$ cat src/sv/swtb_pkg.sv
// Package with the types, codes and defaults shared by the stopwatch timer bank.
`default_nettype none
package swtb_pkg;

    localparam int NUM_TIMERS_DEF = 16;
    localparam int CMD_W          = 3;
    localparam int INDEX_W        = 4;
    localparam int COUNT_W        = 32;
    localparam int STATUS_W       = 2;

    localparam logic [CMD_W-1:0] CMD_TICK    = 3'd0;
    localparam logic [CMD_W-1:0] CMD_START   = 3'd1;
    localparam logic [CMD_W-1:0] CMD_STOP    = 3'd2;
    localparam logic [CMD_W-1:0] CMD_PAUSE   = 3'd3;
    localparam logic [CMD_W-1:0] CMD_RELEASE = 3'd4;

    typedef enum logic [STATUS_W-1:0] {
        RUN_STOPPED = 2'd0,
        RUN_RUNNING = 2'd1,
        RUN_PAUSED  = 2'd2
    } t_run;

    typedef struct packed {
        t_run               status;
        logic [COUNT_W-1:0] count;
    } t_entry;

    localparam int ENTRY_W = $bits(t_entry);

    typedef enum logic [2:0] {
        S_IDLE,
        S_WALK,
        S_CMD_RD,
        S_CMD_WR,
        S_RESULT
    } t_fsm;

endpackage
`default_nettype wire

$ cat src/sv/swtb_ram.sv
// Generic single-write, single-read RAM with registered read data.
`default_nettype none
module swtb_ram #(
    parameter int WIDTH = 8,
    parameter int DEPTH = 16,
    parameter int AW    = (DEPTH > 1) ? $clog2(DEPTH) : 1
) (
    input  wire logic             i_clk,
    input  wire logic             i_we,
    input  wire logic [AW-1:0]    i_waddr,
    input  wire logic [WIDTH-1:0] i_wdata,
    input  wire logic             i_re,
    input  wire logic [AW-1:0]    i_raddr,
    output logic      [WIDTH-1:0] o_rdata
);

    logic [WIDTH-1:0] r_mem [DEPTH];

    always_ff @(posedge i_clk) begin
        if (i_we) begin
            r_mem[i_waddr] <= i_wdata;
        end
        if (i_re) begin
            o_rdata <= r_mem[i_raddr];
        end
    end

endmodule
`default_nettype wire

$ cat src/sv/swtb_step.sv
// Update unit that applies one command or one tick to a single timer entry.
`default_nettype none
module swtb_step (
    input  wire logic [swtb_pkg::CMD_W-1:0] i_cmd,
    input  wire swtb_pkg::t_entry           i_entry,
    output swtb_pkg::t_entry                o_entry
);

    always_comb begin
        o_entry = i_entry;
        case (i_cmd)
            swtb_pkg::CMD_TICK: begin
                if (i_entry.status == swtb_pkg::RUN_RUNNING) begin
                    o_entry.count = i_entry.count + swtb_pkg::COUNT_W'(1);
                end
            end
            swtb_pkg::CMD_START: begin
                if (i_entry.status == swtb_pkg::RUN_STOPPED) begin
                    o_entry.count  = '0;
                    o_entry.status = swtb_pkg::RUN_RUNNING;
                end
            end
            swtb_pkg::CMD_STOP: begin
                o_entry.status = swtb_pkg::RUN_STOPPED;
            end
            swtb_pkg::CMD_PAUSE: begin
                if (i_entry.status == swtb_pkg::RUN_RUNNING) begin
                    o_entry.status = swtb_pkg::RUN_PAUSED;
                end
            end
            swtb_pkg::CMD_RELEASE: begin
                if (i_entry.status == swtb_pkg::RUN_PAUSED) begin
                    o_entry.status = swtb_pkg::RUN_RUNNING;
                end
            end
            default: begin
                o_entry = i_entry;
            end
        endcase
    end

endmodule
`default_nettype wire

$ cat src/sv/stopwatch_timer_bank_core.sv
// Top level of the stopwatch timer bank: sequencer, entry memory and result register.
//
// A request is taken at a rising edge where start is high and busy is low; it
// carries a command (tick, start, stop, pause, release, read) and a timer index.
// Each request returns one result: the addressed timer's count and status after
// the command, shown for one cycle with o_done high. The receiver cannot stall,
// so nothing waits on the result side.
// All timer entries live in one RAM with a registered read port; one update unit
// serves every entry. A tick walks the whole bank through that unit, reading one
// entry and writing back the previous one each cycle, then raises o_done. Any
// other command reads, updates and writes one entry in the states S_CMD_RD and
// S_CMD_WR, then raises o_done. A non-tick command whose index lies beyond the
// bank touches no entry, goes straight to o_done and returns a zero count with
// stopped status. A new request can be taken as soon as busy is low again.
// busy stays high from the request edge until the cycle after o_done.
// Reset clears the per-entry valid bits; an entry never written reads as
// stopped with a zero count, so no clearing pass is needed.
`default_nettype none
module stopwatch_timer_bank_core #(
    parameter int NUM_TIMERS = swtb_pkg::NUM_TIMERS_DEF
) (
    input  wire logic                             i_clk,
    input  wire logic                             i_rst_n,
    input  wire logic                             start,
    output logic                                  busy,
    input  wire logic [swtb_pkg::CMD_W-1:0]       i_command,
    input  wire logic [swtb_pkg::INDEX_W-1:0]     i_timer_index,
    output logic                                  o_done,
    output logic      [swtb_pkg::COUNT_W-1:0]     o_count_value,
    output logic      [swtb_pkg::STATUS_W-1:0]    o_timer_status
);

    localparam int IDX_W = (NUM_TIMERS > 1) ? $clog2(NUM_TIMERS) : 1;
    localparam int CNT_W = $clog2(NUM_TIMERS + 1);
    localparam logic [CNT_W-1:0] PTR_END = CNT_W'(NUM_TIMERS);

    swtb_pkg::t_fsm r_state, n_state;
    logic [CNT_W-1:0]              r_ptr, n_ptr;
    logic [swtb_pkg::CMD_W-1:0]    r_cmd;
    logic [swtb_pkg::INDEX_W-1:0]  r_idx;
    logic                          r_idx_ok;
    logic [IDX_W-1:0]              r_rd_addr;
    logic                          r_wr_vld;
    logic [NUM_TIMERS-1:0]         r_valid;
    swtb_pkg::t_entry              r_res;

    logic                          accept;
    logic                          idx_ok_in;
    logic [8:0]                    idx_ext;
    logic [IDX_W-1:0]              cmd_addr;
    logic [IDX_W-1:0]              ptr_addr;
    logic                          ram_re;
    logic                          ram_we;
    logic [IDX_W-1:0]              ram_raddr;
    logic [IDX_W-1:0]              ram_waddr;
    logic [swtb_pkg::ENTRY_W-1:0]  ram_q;
    swtb_pkg::t_entry              rd_entry;
    swtb_pkg::t_entry              upd_entry;
    logic                          capture;

    assign busy      = (r_state != swtb_pkg::S_IDLE);
    assign accept    = start && !busy;
    assign idx_ok_in = ({5'd0, i_timer_index} < 9'(NUM_TIMERS));
    assign idx_ext   = {5'd0, r_idx};
    assign cmd_addr  = idx_ext[IDX_W-1:0];
    assign ptr_addr  = r_ptr[IDX_W-1:0];
    assign rd_entry  = r_valid[r_rd_addr] ? swtb_pkg::t_entry'(ram_q) : '0;

    swtb_ram #(
        .WIDTH (swtb_pkg::ENTRY_W),
        .DEPTH (NUM_TIMERS),
        .AW    (IDX_W)
    ) u_ram (
        .i_clk   (i_clk),
        .i_we    (ram_we),
        .i_waddr (ram_waddr),
        .i_wdata (upd_entry),
        .i_re    (ram_re),
        .i_raddr (ram_raddr),
        .o_rdata (ram_q)
    );

    swtb_step u_step (
        .i_cmd   (r_cmd),
        .i_entry (rd_entry),
        .o_entry (upd_entry)
    );

    always_comb begin
        n_state = r_state;
        n_ptr   = r_ptr;
        case (r_state)
            swtb_pkg::S_IDLE: begin
                n_ptr = '0;
                if (accept) begin
                    if (i_command == swtb_pkg::CMD_TICK) begin
                        n_state = swtb_pkg::S_WALK;
                    end else if (idx_ok_in) begin
                        n_state = swtb_pkg::S_CMD_RD;
                    end else begin
                        n_state = swtb_pkg::S_RESULT;
                    end
                end
            end
            swtb_pkg::S_WALK: begin
                if (r_ptr == PTR_END) begin
                    n_state = swtb_pkg::S_RESULT;
                end else begin
                    n_ptr = r_ptr + CNT_W'(1);
                end
            end
            swtb_pkg::S_CMD_RD: begin
                n_state = swtb_pkg::S_CMD_WR;
            end
            swtb_pkg::S_CMD_WR: begin
                n_state = swtb_pkg::S_RESULT;
            end
            swtb_pkg::S_RESULT: begin
                n_state = swtb_pkg::S_IDLE;
            end
            default: begin
                n_state = swtb_pkg::S_IDLE;
            end
        endcase
    end

    always_comb begin
        ram_re    = 1'b0;
        ram_we    = 1'b0;
        ram_raddr = ptr_addr;
        ram_waddr = r_rd_addr;
        capture   = 1'b0;
        case (r_state)
            swtb_pkg::S_WALK: begin
                ram_re    = (r_ptr != PTR_END);
                ram_raddr = ptr_addr;
                ram_we    = r_wr_vld;
                ram_waddr = r_rd_addr;
                capture   = r_wr_vld && r_idx_ok && (r_rd_addr == cmd_addr);
            end
            swtb_pkg::S_CMD_RD: begin
                ram_re    = 1'b1;
                ram_raddr = cmd_addr;
            end
            swtb_pkg::S_CMD_WR: begin
                ram_we    = 1'b1;
                ram_waddr = cmd_addr;
                capture   = 1'b1;
            end
            default: begin
                ram_re = 1'b0;
            end
        endcase
    end

    always_ff @(posedge i_clk) begin
        if (!i_rst_n) begin
            r_state  <= swtb_pkg::S_IDLE;
            r_ptr    <= '0;
            r_wr_vld <= 1'b0;
            r_valid  <= '0;
        end else begin
            r_state  <= n_state;
            r_ptr    <= n_ptr;
            r_wr_vld <= (r_state == swtb_pkg::S_WALK) && ram_re;
            if (ram_we) begin
                r_valid[ram_waddr] <= 1'b1;
            end
        end
    end

    always_ff @(posedge i_clk) begin
        if (accept) begin
            r_cmd    <= i_command;
            r_idx    <= i_timer_index;
            r_idx_ok <= idx_ok_in;
            r_res    <= '0;
        end else if (capture) begin
            r_res <= upd_entry;
        end
        if (ram_re) begin
            r_rd_addr <= ram_raddr;
        end
    end

    assign o_done         = (r_state == swtb_pkg::S_RESULT);
    assign o_count_value  = r_res.count;
    assign o_timer_status = r_res.status;

    a_done_busy: assert property (@(posedge i_clk) disable iff (!i_rst_n)
        o_done |-> busy)
        else $error("Result strobe outside a request.");

    a_accept_busy: assert property (@(posedge i_clk) disable iff (!i_rst_n)
        (start && !busy) |=> busy)
        else $error("Request accepted but block not busy.");

    a_done_idle: assert property (@(posedge i_clk) disable iff (!i_rst_n)
        o_done |=> !busy)
        else $error("Block still busy after the result.");

    a_write_range: assert property (@(posedge i_clk) disable iff (!i_rst_n)
        ram_we |-> ({1'b0, ram_waddr} < (IDX_W + 1)'(NUM_TIMERS)))
        else $error("Entry write beyond the bank.");

    a_status_legal: assert property (@(posedge i_clk) disable iff (!i_rst_n)
        o_done |-> (o_timer_status != 2'd3))
        else $error("Result carries an undefined status.");

endmodule
`default_nettype wire

$ cat config.mk
export PLATFORM = sky130hd
export DESIGN_NAME = stopwatch_timer_bank_core
export DESIGN_NICKNAME = d
export VERILOG_FILES = /design/src/sv/swtb_pkg.sv /design/src/sv/swtb_ram.sv /design/src/sv/swtb_step.sv /design/src/sv/stopwatch_timer_bank_core.sv
export SDC_FILE = /design/constraint.sdc
export NUM_CORES = 1
export LEC_CHECK = 0
export BUFFER_PORTS_ARGS = -buffer_cell sky130_fd_sc_hd__buf_2
export CELL_PAD_IN_SITES_DETAIL_PLACEMENT = 1
export CELL_PAD_IN_SITES_GLOBAL_PLACEMENT = 2
export CORE_UTILIZATION = 40
export DETAILED_ROUTE_END_ITERATION = 10
export PLACE_DENSITY_LB_ADDON = 0.15
export REMOVE_ABC_BUFFERS = 1
export SLEW_MARGIN = 20
export SYNTH_ARGS = -nofsm -noshare
export SYNTH_HDL_FRONTEND = slang
export SYNTH_SLANG_ARGS = --single-unit
$ cat constraint.sdc
create_clock -name i_clk -period 3.7 [get_ports i_clk]
set_clock_uncertainty 0.15 [all_clocks]
set_input_delay 0.37 -clock i_clk [delete_from_list [all_inputs] [get_ports i_clk]]
set_output_delay 0.37 -clock i_clk [all_outputs]
set_load 0.1 [all_outputs]
Word-level counts from Yosys, hierarchy flattened
Memory sizes are Yosys's and may differ from the RTL's. A register that Yosys moved wholly into a read port is not among the register bits.
Cells that the tools add are included.
- $lt $le $gt $ge: 3
- reductions and logical operators: 13
- bitwise operators: 1
- add/subtract/negate cells: 2
- muxes and demuxes: 24
- equality and inequality tests: 16
- operators with widths (operator ; count):
    2-to-1 mux 34 bit ; 2
    case mux 32 bit (2 select lines) ; 1
    adder 32 x 1 -> 32 bit, second input constant ; 1
    2-to-1 mux 32 bit ; 1
    OR 16 bit ; 1
    == test 3 x 2 -> 1 bit, second input constant ; 4
    case mux 3 bit (4 select lines) ; 1
    < comparator 4 x 5 -> 1 bit, second input constant ; 2
    case mux 5 bit (2 select lines) ; 1
    logical NOT 3 bit ; 3
    2-to-1 mux 4 bit ; 2
    case mux 2 bit (4 select lines) ; 1
    == test 3 x 1 -> 1 bit, second input constant ; 2
    == test 3 bit, second input constant ; 2
    2-to-1 mux 2 bit ; 3
    2-to-1 mux 3 bit ; 2
    != test 2 bit, second input constant ; 3
    case mux 1 bit (2 select lines) ; 3
    adder 5 x 1 -> 5 bit, second input constant ; 1
    == test 5 bit, second input constant ; 1
    2-to-1 mux 5 bit ; 1
    != test 5 bit, second input constant ; 1
    binary-select mux 1 bit (select 4 bit) ; 1
    demux 1 bit (select 4 bit) ; 1
    other kinds (11) ; 18
- output and inout port bits: 36
- memories: 1
- flip-flop bits (word level): 70
- RAM bits: 544
- memory list (name ; words ; width ; rd ports ; clocked after memory_dff ; wr ports ; RTL line ; text):
    u_ram.r_mem ; 16 ; 34 ; 1 ; 1 ; 1 ; swtb_ram.sv:17 ; logic [WIDTH-1:0] r_mem [DEPTH];

Longest topological paths before layout
Gate-level depths: netlist of run 1.
- depth in word-level cells: 7
- depth in mapped cells: 14

Cells and area by module
A second synthesis of run 1 with hierarchy kept.
- cells, all modules: 1439
- area, all modules: 25963.7 um^2
- by module, submodules not included (module ; sequential area each (um^2) ; area each (um^2) ; cells each ; times used):
    swtb_ram ; 17356.6 ; 21416.8 ; 888 ; 1
    stopwatch_timer_bank_core ; 1511.4 ; 3285.7 ; 337 ; 1
    swtb_step ; 0.0 ; 1261.2 ; 214 ; 1

Worst setup path after synthesis of run 1
Ideal clock, no wire load.
- kind: register -> register
- start point: register r_rd_addr[0]
- end point: memory u_ram.r_mem[0][18] in the netlist's numbering, data pin
- data arrival time: 3528 ps
- clock period less this slack: 4042 ps
- cell stages (with the launch flop): 13
- path buffers: 2
- data required time: 3186 ps
- path slack: -342 ps
- library setup time: 364 ps
- cell sequence: edfxtp_1 > buf_4 > mux2i_1 > a22oi_1 > nand3_1 > nand2_1 > clkbuf_1 > and2_1 > ha_1 > inv_1 > nor4_1 > a41oi_1 > a311oi_1
- longest elaborated chain between the ends: 6
- elaborated cells between the ends (all ways): 9
- RTL lines (what ; RTL line ; text):
    start: declaration ; stopwatch_timer_bank_core.sv:42 ; logic [IDX_W-1:0] r_rd_addr;
    start signal: assignment ; stopwatch_timer_bank_core.sv:182 ; r_rd_addr <= ram_raddr;
    binary-select mux 1 bit (select 4 bit) (*) ; stopwatch_timer_bank_core.sv:67 ; assign rd_entry = r_valid[r_rd_addr] ? swtb_pkg::t_entry'(ram_q) : '0;
    2-to-1 mux 1 bit (not written as such) (*) ; stopwatch_timer_bank_core.sv:67 ;
    2-to-1 mux 34 bit (*) ; stopwatch_timer_bank_core.sv:67 ;
    adder 32 x 1 -> 32 bit (tied with other cells) ; swtb_step.sv:14 ; o_entry.count = i_entry.count + swtb_pkg::COUNT_W'(1);
    2-to-1 mux 32 bit or 2-to-1 mux 34 bit (tied branches) ; swtb_step.sv:13, swtb_step.sv:18 ;
    case mux 32 bit (2 select lines) (*) ; swtb_step.sv:11 ; case (i_cmd)
    net u_ram.i_wdata[18] ; swtb_ram.sv:11 ; input wire logic [WIDTH-1:0] i_wdata,
    end: declaration ; swtb_ram.sv:17 ;
Mark *: on every way through the listed nets, which the timed path passes. The rest lies on a longest branch. The select of a mux whose other input is x is not followed.

Worst setup path after layout of run 1
- start point: register r_rd_addr[0]
- end point: memory u_ram.r_mem[4][16] in the netlist's numbering, data pin
The elaborated chain is that of the path after synthesis.

==> run metrics, run 1 <==
Tot GR Track Use=26.1%; Synth Register Bits=648; Async SR Flop Fraction=0%; setup bufs post-CTS=0; most common library cells after synthesis=589 x edfxtp_1, 525 x nand2_1, 311 x nand3_1; violated checks=DRC; DRC viols=4; Pwr Total=18.4 mW; Synth Area per Inst=12.3 um^2; WL per Instance=27.4 um; grt total ovfl=0; Ports=46; Die X=261 um; Antenna diodes=0; Slowest cell on crit path=edfxtp_1; Root Buffer=clkbuf_16; Setup crit start kind=register; Final Setup Violations=0; Synth top area share=66.1%; Cell Area, Synth=26800 um^2; DR vias/cell=5.82; number of synthesized flops with an enable pin=589; via count=18600; routability cong.=0.852; Crit path buffers/inverters=1; Critical Path Max Stage Delay=0.54 ns; worst skew pair latency=0.62 ns; HPWL after detailed placement=49.4 mm; RSZ-0062 raised after global routing=no; Req. time, crit path=3.89 ns; Synth area leaders=edfxtp_1 66%, nand2_1 7.4%, nand3_1 5.8%, dfxtp_1 4.4%, a311oi_1 2.4%; Worst path top cell family by delay=simple AND/OR/NAND/NOR gates; post-synthesis sequential area ratio=70.5%; I/O Buffers=45; Worst Hold Slack=0.0680 ns; highest clock rate=0.285 GHz; layout cell share with drive strength beyond 1=14.2%; Period Utilization, post-route=94.9%; global-route wire length before repair=128 mm; final setup margin=0.190 ns; relative slew slack=28.2%; Post-DRT Antenna Nets=0; WL final=87.6 mm; 1st-iter DRT viols=1662; vias in the first global route=18900; initial antenna violation count=1; Ys Warns=0; Crit. End Element=register; Tightest Pin Transition=1.07 ns; Max FO, Critical Path=16; crit path cell chain=mux2i_1 > a22oi_1 > nand3_1 > nand2_1 > and2_1 > ha_1 > inv_1 > nor4_2 > nand4_1 > and3_1 > a211oi_2 > nor2_4; Final min period=3.51 ns; dominant synthesized flop cell=edfxtp_1; Initial Util=40.6%; core area=66000 um^2; die area=68000 um^2; worst IR drop on VDD=407 uV; row count=94; TritonCTS Sinks=648; status=finished, violations left; final setup TNS=0 ns; CTS Buffer Depth=3; Setup CP Type=reg2reg; Die H=261 um; design area=31300 um^2; Max-Cap Viols=0; Num CTS Buffers=72; Slew Limit Fails=0; Netlist cell types=68; PD cells=588 nW/um^2; LEAKAGE=11.0 nW; CTS HTree Levels=3; placed inst area=28900 um^2; HP Class=in2reg; Clock transition at path regs=0.06 ns; WP data arrival=3.70 ns; Nets=2287; Place WS=-0.0902 ns; total iterations of the first detailed-routing run=8; CTS tree=done; count leader, synth=edfxtp_1; largest net degree at the start of global routing=82; Mapped Cells=2176; Layout area overhead=17.0%; Final Hold Viols=0; leading area contributor after synthesis=edfxtp_1
==> sequential cells by signal, summed over array words and instances, names as in the netlist <==
name / flops
u_ram.r_mem: 544
r_wr_vld: 1
r_ptr: 5
cmd_addr: 4
r_rd_addr: 4
r_state: 3
r_cmd: 3
r_valid: 16
o_count_value: 32
o_timer_status: 2
u_ram.o_rdata: 34
==> path summary, 6_finish.rpt <==
| kind | from | end | slack [ns] | cells past startpoint |
|---|---|---|---|---|
| setup / recovery | r_rd_addr[0] | u_ram.r_mem[4][16] | 0.19 | 12 |
| hold / removal | i_rst_n | r_state[0] | 0.07 | 2 |
| setup reg to reg | r_rd_addr[0] | u_ram.r_mem[4][16] | 0.19 | 12 |
| hold reg to reg | o_count_value[16] | o_count_value[16] | 0.31 | 1 |
==> where the power goes <==
| group | total [mW] | internal (mW) | switching (mW) |
|---|---|---|---|
| Combinational | 2.74 | 0.711 | 2.02 |
| Sequential | 8.70 | 8.50 | 0.199 |
| Clock | 6.97 | 4.00 | 2.96 |
| Total | 18.4 | 13.2 | 5.19 |
==> through the flow <==
stage | util [%] | std cells
2_1_floorplan | - | 2032
3_3_place_gp | 43.8 | 3056
3_5_place_dp | 43.8 | 3056
4_1_cts | 47.4 | 3196
5_1_grt | 47.5 | 3196
6_report | 47.5 | 3196
==> placed cells by master (no fill, tap or decap), types with 15 or more instances in the layout <==
master / synthesis / final
a211oi_1: 71 / 70
a21oi_1: 23 / 22
a311oi_1: 72 / 68
a31oi_1: 48 / 48
buf_12: 0 / 31
buf_2: 49 / 45
buf_4: 6 / 84
clkbuf_16: 0 / 74
clkinv_1: 1 / 15
dfxtp_1: 59 / 58
edfxtp_1: 589 / 589
inv_1: 44 / 44
mux2i_1: 16 / 16
nand2_1: 525 / 523
nand3_1: 311 / 311
nor2_1: 60 / 40
nor2_4: 0 / 17
nor3_1: 22 / 22
o21a_1: 17 / 17
o21ai_0: 15 / 15
==> per-layer routing <==
layer  part of all wire [%]  track usage [%]  routed length (um)
met2                     49             43.4               42600
met4                    1.8             5.93                1560
met1                     45             36.3               39500
met5                      0                0                   0
met3                    4.4             3.37                3890
==> cell type report <==
cell class	count	area [um^2]
fillers	6741	34700
flip-flops and latches	648	18900
multi-input cells	1336	7320
clock buffers	95	2020
repair buffers	168	1560
well taps	864	1080
clock inverters	37	280
inverters	48	190
==> logic make-up (layout without fill, tap and decap cells) <==
kind of cell | after synthesis | after routing | share of synthesized area (%)
AO/OA/AOI/OAI | 302 | 302 | 8.45
multiplexers | 20 | 20 | 0.827
buffers and inverters | 192 | 348 | 3.06
XOR/XNOR | 15 | 15 | 0.491
flip-flops | 648 | 648 | 70.5
AND/OR/NAND/NOR | 996 | 996 | 16.5
adder cells (fa/ha/maj) | 3 | 3 | 0.140
==> what timing repair did <==
action | CTS | global route
pin swaps | 0 | 0
hold buffers | 8 | 0
endpoints found under the hold margin | 8 | 0
cloned | 0 | 0
resized for setup | 4 | 9
endpoints found under the setup margin | 32 | 129
Note: power is estimated with default switching activity, not from simulation.
==> run 2: changes to the inputs <==
--- a/config.mk
+++ b/config.mk
@@ -8,7 +8,7 @@
 export BUFFER_PORTS_ARGS = -buffer_cell sky130_fd_sc_hd__buf_2
 export CELL_PAD_IN_SITES_DETAIL_PLACEMENT = 1
 export CELL_PAD_IN_SITES_GLOBAL_PLACEMENT = 2
-export CORE_UTILIZATION = 40
+export CORE_UTILIZATION = 30
 export DETAILED_ROUTE_END_ITERATION = 10
 export PLACE_DENSITY_LB_ADDON = 0.15
 export REMOVE_ABC_BUFFERS = 1
==> run metrics, run 2 (same netlist as run 1, synthesis figures left out) <==
DRC viols=0 (-4); Max-Cap Viols=0 (unchanged); highest clock rate=0.286 GHz (+0.35%); layout cell share with drive strength beyond 1=15.1% (+0.95 points); HP Class=in2reg; Final min period=3.50 ns (-0.0123 ns); DR vias/cell=5.28 (-9.4%); Biggest register=u_ram.r_mem; placed cells=3377 (+11%); crit path cell chain=or3b_4 > a21oi_4 > buf_12 > buf_4 > nand2_1 > a311oi_1 > a311oi_1 > a31oi_1; worst IR drop on VDD=354 uV (-13%); Die X=301 um (+15%); setup bufs post-CTS=0 (unchanged); LEAKAGE=11.2 nW (+1.8%); Crit path top cell by count=a311oi_1; RSZ-0062 raised after global routing=no; commonest non-fill, non-tap cell in the layout=edfxtp_1; vias in the first global route=19200 (+1.6%); I/O Buffers=45 (unchanged); Root Buffer=clkbuf_16; TritonCTS Sinks=648 (unchanged); Period Utilization, post-route=94.5% (-0.33 points); status=completed; PD cells=601 nW/um^2 (+2.2%); row count=109 (+16%); Final Hold Viols=0 (unchanged); total iterations of the first detailed-routing run=5 (-3); Slowest cell on crit path=dfxtp_1; core area=88400 um^2 (+34%); max reg flops=544 (unchanged); Final Setup Violations=0 (unchanged); 1st-iter DRT viols=1312 (-21%); largest net degree at the start of global routing=72 (-12%); via count=18600 (+0.091%); Setup crit start kind=register; grt total ovfl=0 (unchanged); Final Instance Count excl. Fillers=3529 (+10%); relative slew slack=34.3% (+6.1 points); Ports=46 (unchanged); WL final=93.5 mm (+6.7%); WL per Instance=26.5 um (-3.3%); Critical Path Max Stage Delay=0.49 ns (-0.05 ns); Layout area overhead=19.5%; Antenna diodes=0 (unchanged); CTS tree=done; Die H=301 um (+15%); CTS Buffer Depth=3 (unchanged); Max FO, Critical Path=71 (+55); Crit. End Element=register; Tightest Pin Transition=0.981 ns (-0.0912 ns); routability cong.=0.869 (+2.0%); die area=90400 um^2 (+33%); worst skew pair latency=0.66 ns (+0.04 ns); global-route wire length before repair=136 mm (+5.7%); Req. time, crit path=3.91 ns (+0.02 ns); Initial Util=30.3% (-10 points); CTS HTree Levels=3 (unchanged); Num CTS Buffers=77 (+6.9%); HPWL after detailed placement=55.7 mm (+13%); Slew Limit Fails=0 (unchanged); WP data arrival=3.71 ns (about the same); Post-DRT Antenna Nets=0 (unchanged); initial antenna violation count=1 (unchanged); commonest cells after routing, fill and taps aside=589 x edfxtp_1, 523 x nand2_1, 311 x nand3_1; Nets=2312 (+1.1%); Clock transition at path regs=0.06 ns (about the same); Tot GR Track Use=20.7% (-5.4 points); Setup CP Type=reg2reg; Worst Hold Slack=0.0532 ns (-0.0147 ns)
==> run 2: cell types whose count changed in the layout (fill, tap and decap cells not counted), sizes merged <==
cell,before,now
buf,160,180
clkinv,34,39
clkbuf,95,91
bufinv,2,7
clkinvlp,1,5
inv,48,50
==> run 2: routing by layer <==
metal  track usage [%]  up-vias  share of wire (%)  routed length (um)
met4              6.36        0                2.6                2450
met2              33.0      399                 46               43400
li1                  -     8353                  -                   -
met1              29.4     9731                 47               44200
met5                 0        -                  0                   0
met3              2.50      138                3.7                3490
==> run 2: path summary, 6_finish.rpt <==
kind | from | endpoint | slack [ns] | cells after the start
max | r_state[1] | u_ram.o_rdata[25] | 0.20 | 8
min | i_rst_n | r_valid[15] | 0.05 | 2
min reg2reg | o_count_value[2] | o_count_value[2] | 0.32 | 2
max reg2reg | r_state[1] | u_ram.o_rdata[25] | 0.20 | 8
==> run 2: metrics by stage <==
stage / setup TNS (ns) / instance area, um^2 / total power, mW / util (%) / setup WS, ns
floorplan: -309.00 / 26100 / 10.4 / - / -8.34
global placement: 0 / 29300 / 11.7 / 33.2 / 0.0117
detailed placement: -0.370 / 29300 / 11.7 / 33.2 / -0.0235
CTS: 0 / 31900 / 19.4 / 36.1 / 0.0192
global route: 0 / 32000 / 19.9 / 36.2 / 0.0171
finish: 0 / 32000 / 19.2 / 36.2 / 0.203
==> run 2: critical path: cells and delay by family, from the launching register on <==
| kind | cells | cell delay [ns] |
|---|---|---|
| compound gates | 4 | 1.30 |
| buf+inv | 2 | 0.62 |
| flops | 1 | 0.49 |
| simple gates | 2 | 0.57 |
==> run 2: timing repair <==
item                                    in CTS  in global routing
gates resized for setup                      1                  7
hold endpoints to repair                     8                  0
gates cloned                                 0                  0
endpoints found under the setup margin      16                 64
hold buffers                                 8                  0
==> run 2: final cells by class <==
| class | count | area (um^2) |
|---|---|---|
| Sequential cell | 648 | 18900 |
| Clock buffer | 91 | 2040 |
| Tap cell | 1165 | 1460 |
| Fill cell | 9423 | 56400 |
| Timing Repair Buffer | 188 | 1610 |
| Inverter | 48 | 190 |
| Clock inverter | 53 | 504 |
| Multi-Input combinational cell | 1336 | 7320 |
==> run 2: report_power, final <==
part / switching [mW] / internal, mW / leakage (nW)
combinational: 2.08 / 0.754 / 4.01
clock: 3.20 / 4.47 / 1.24
sequential: 0.212 / 8.50 / 5.91
total: 5.49 / 13.7 / 11.2
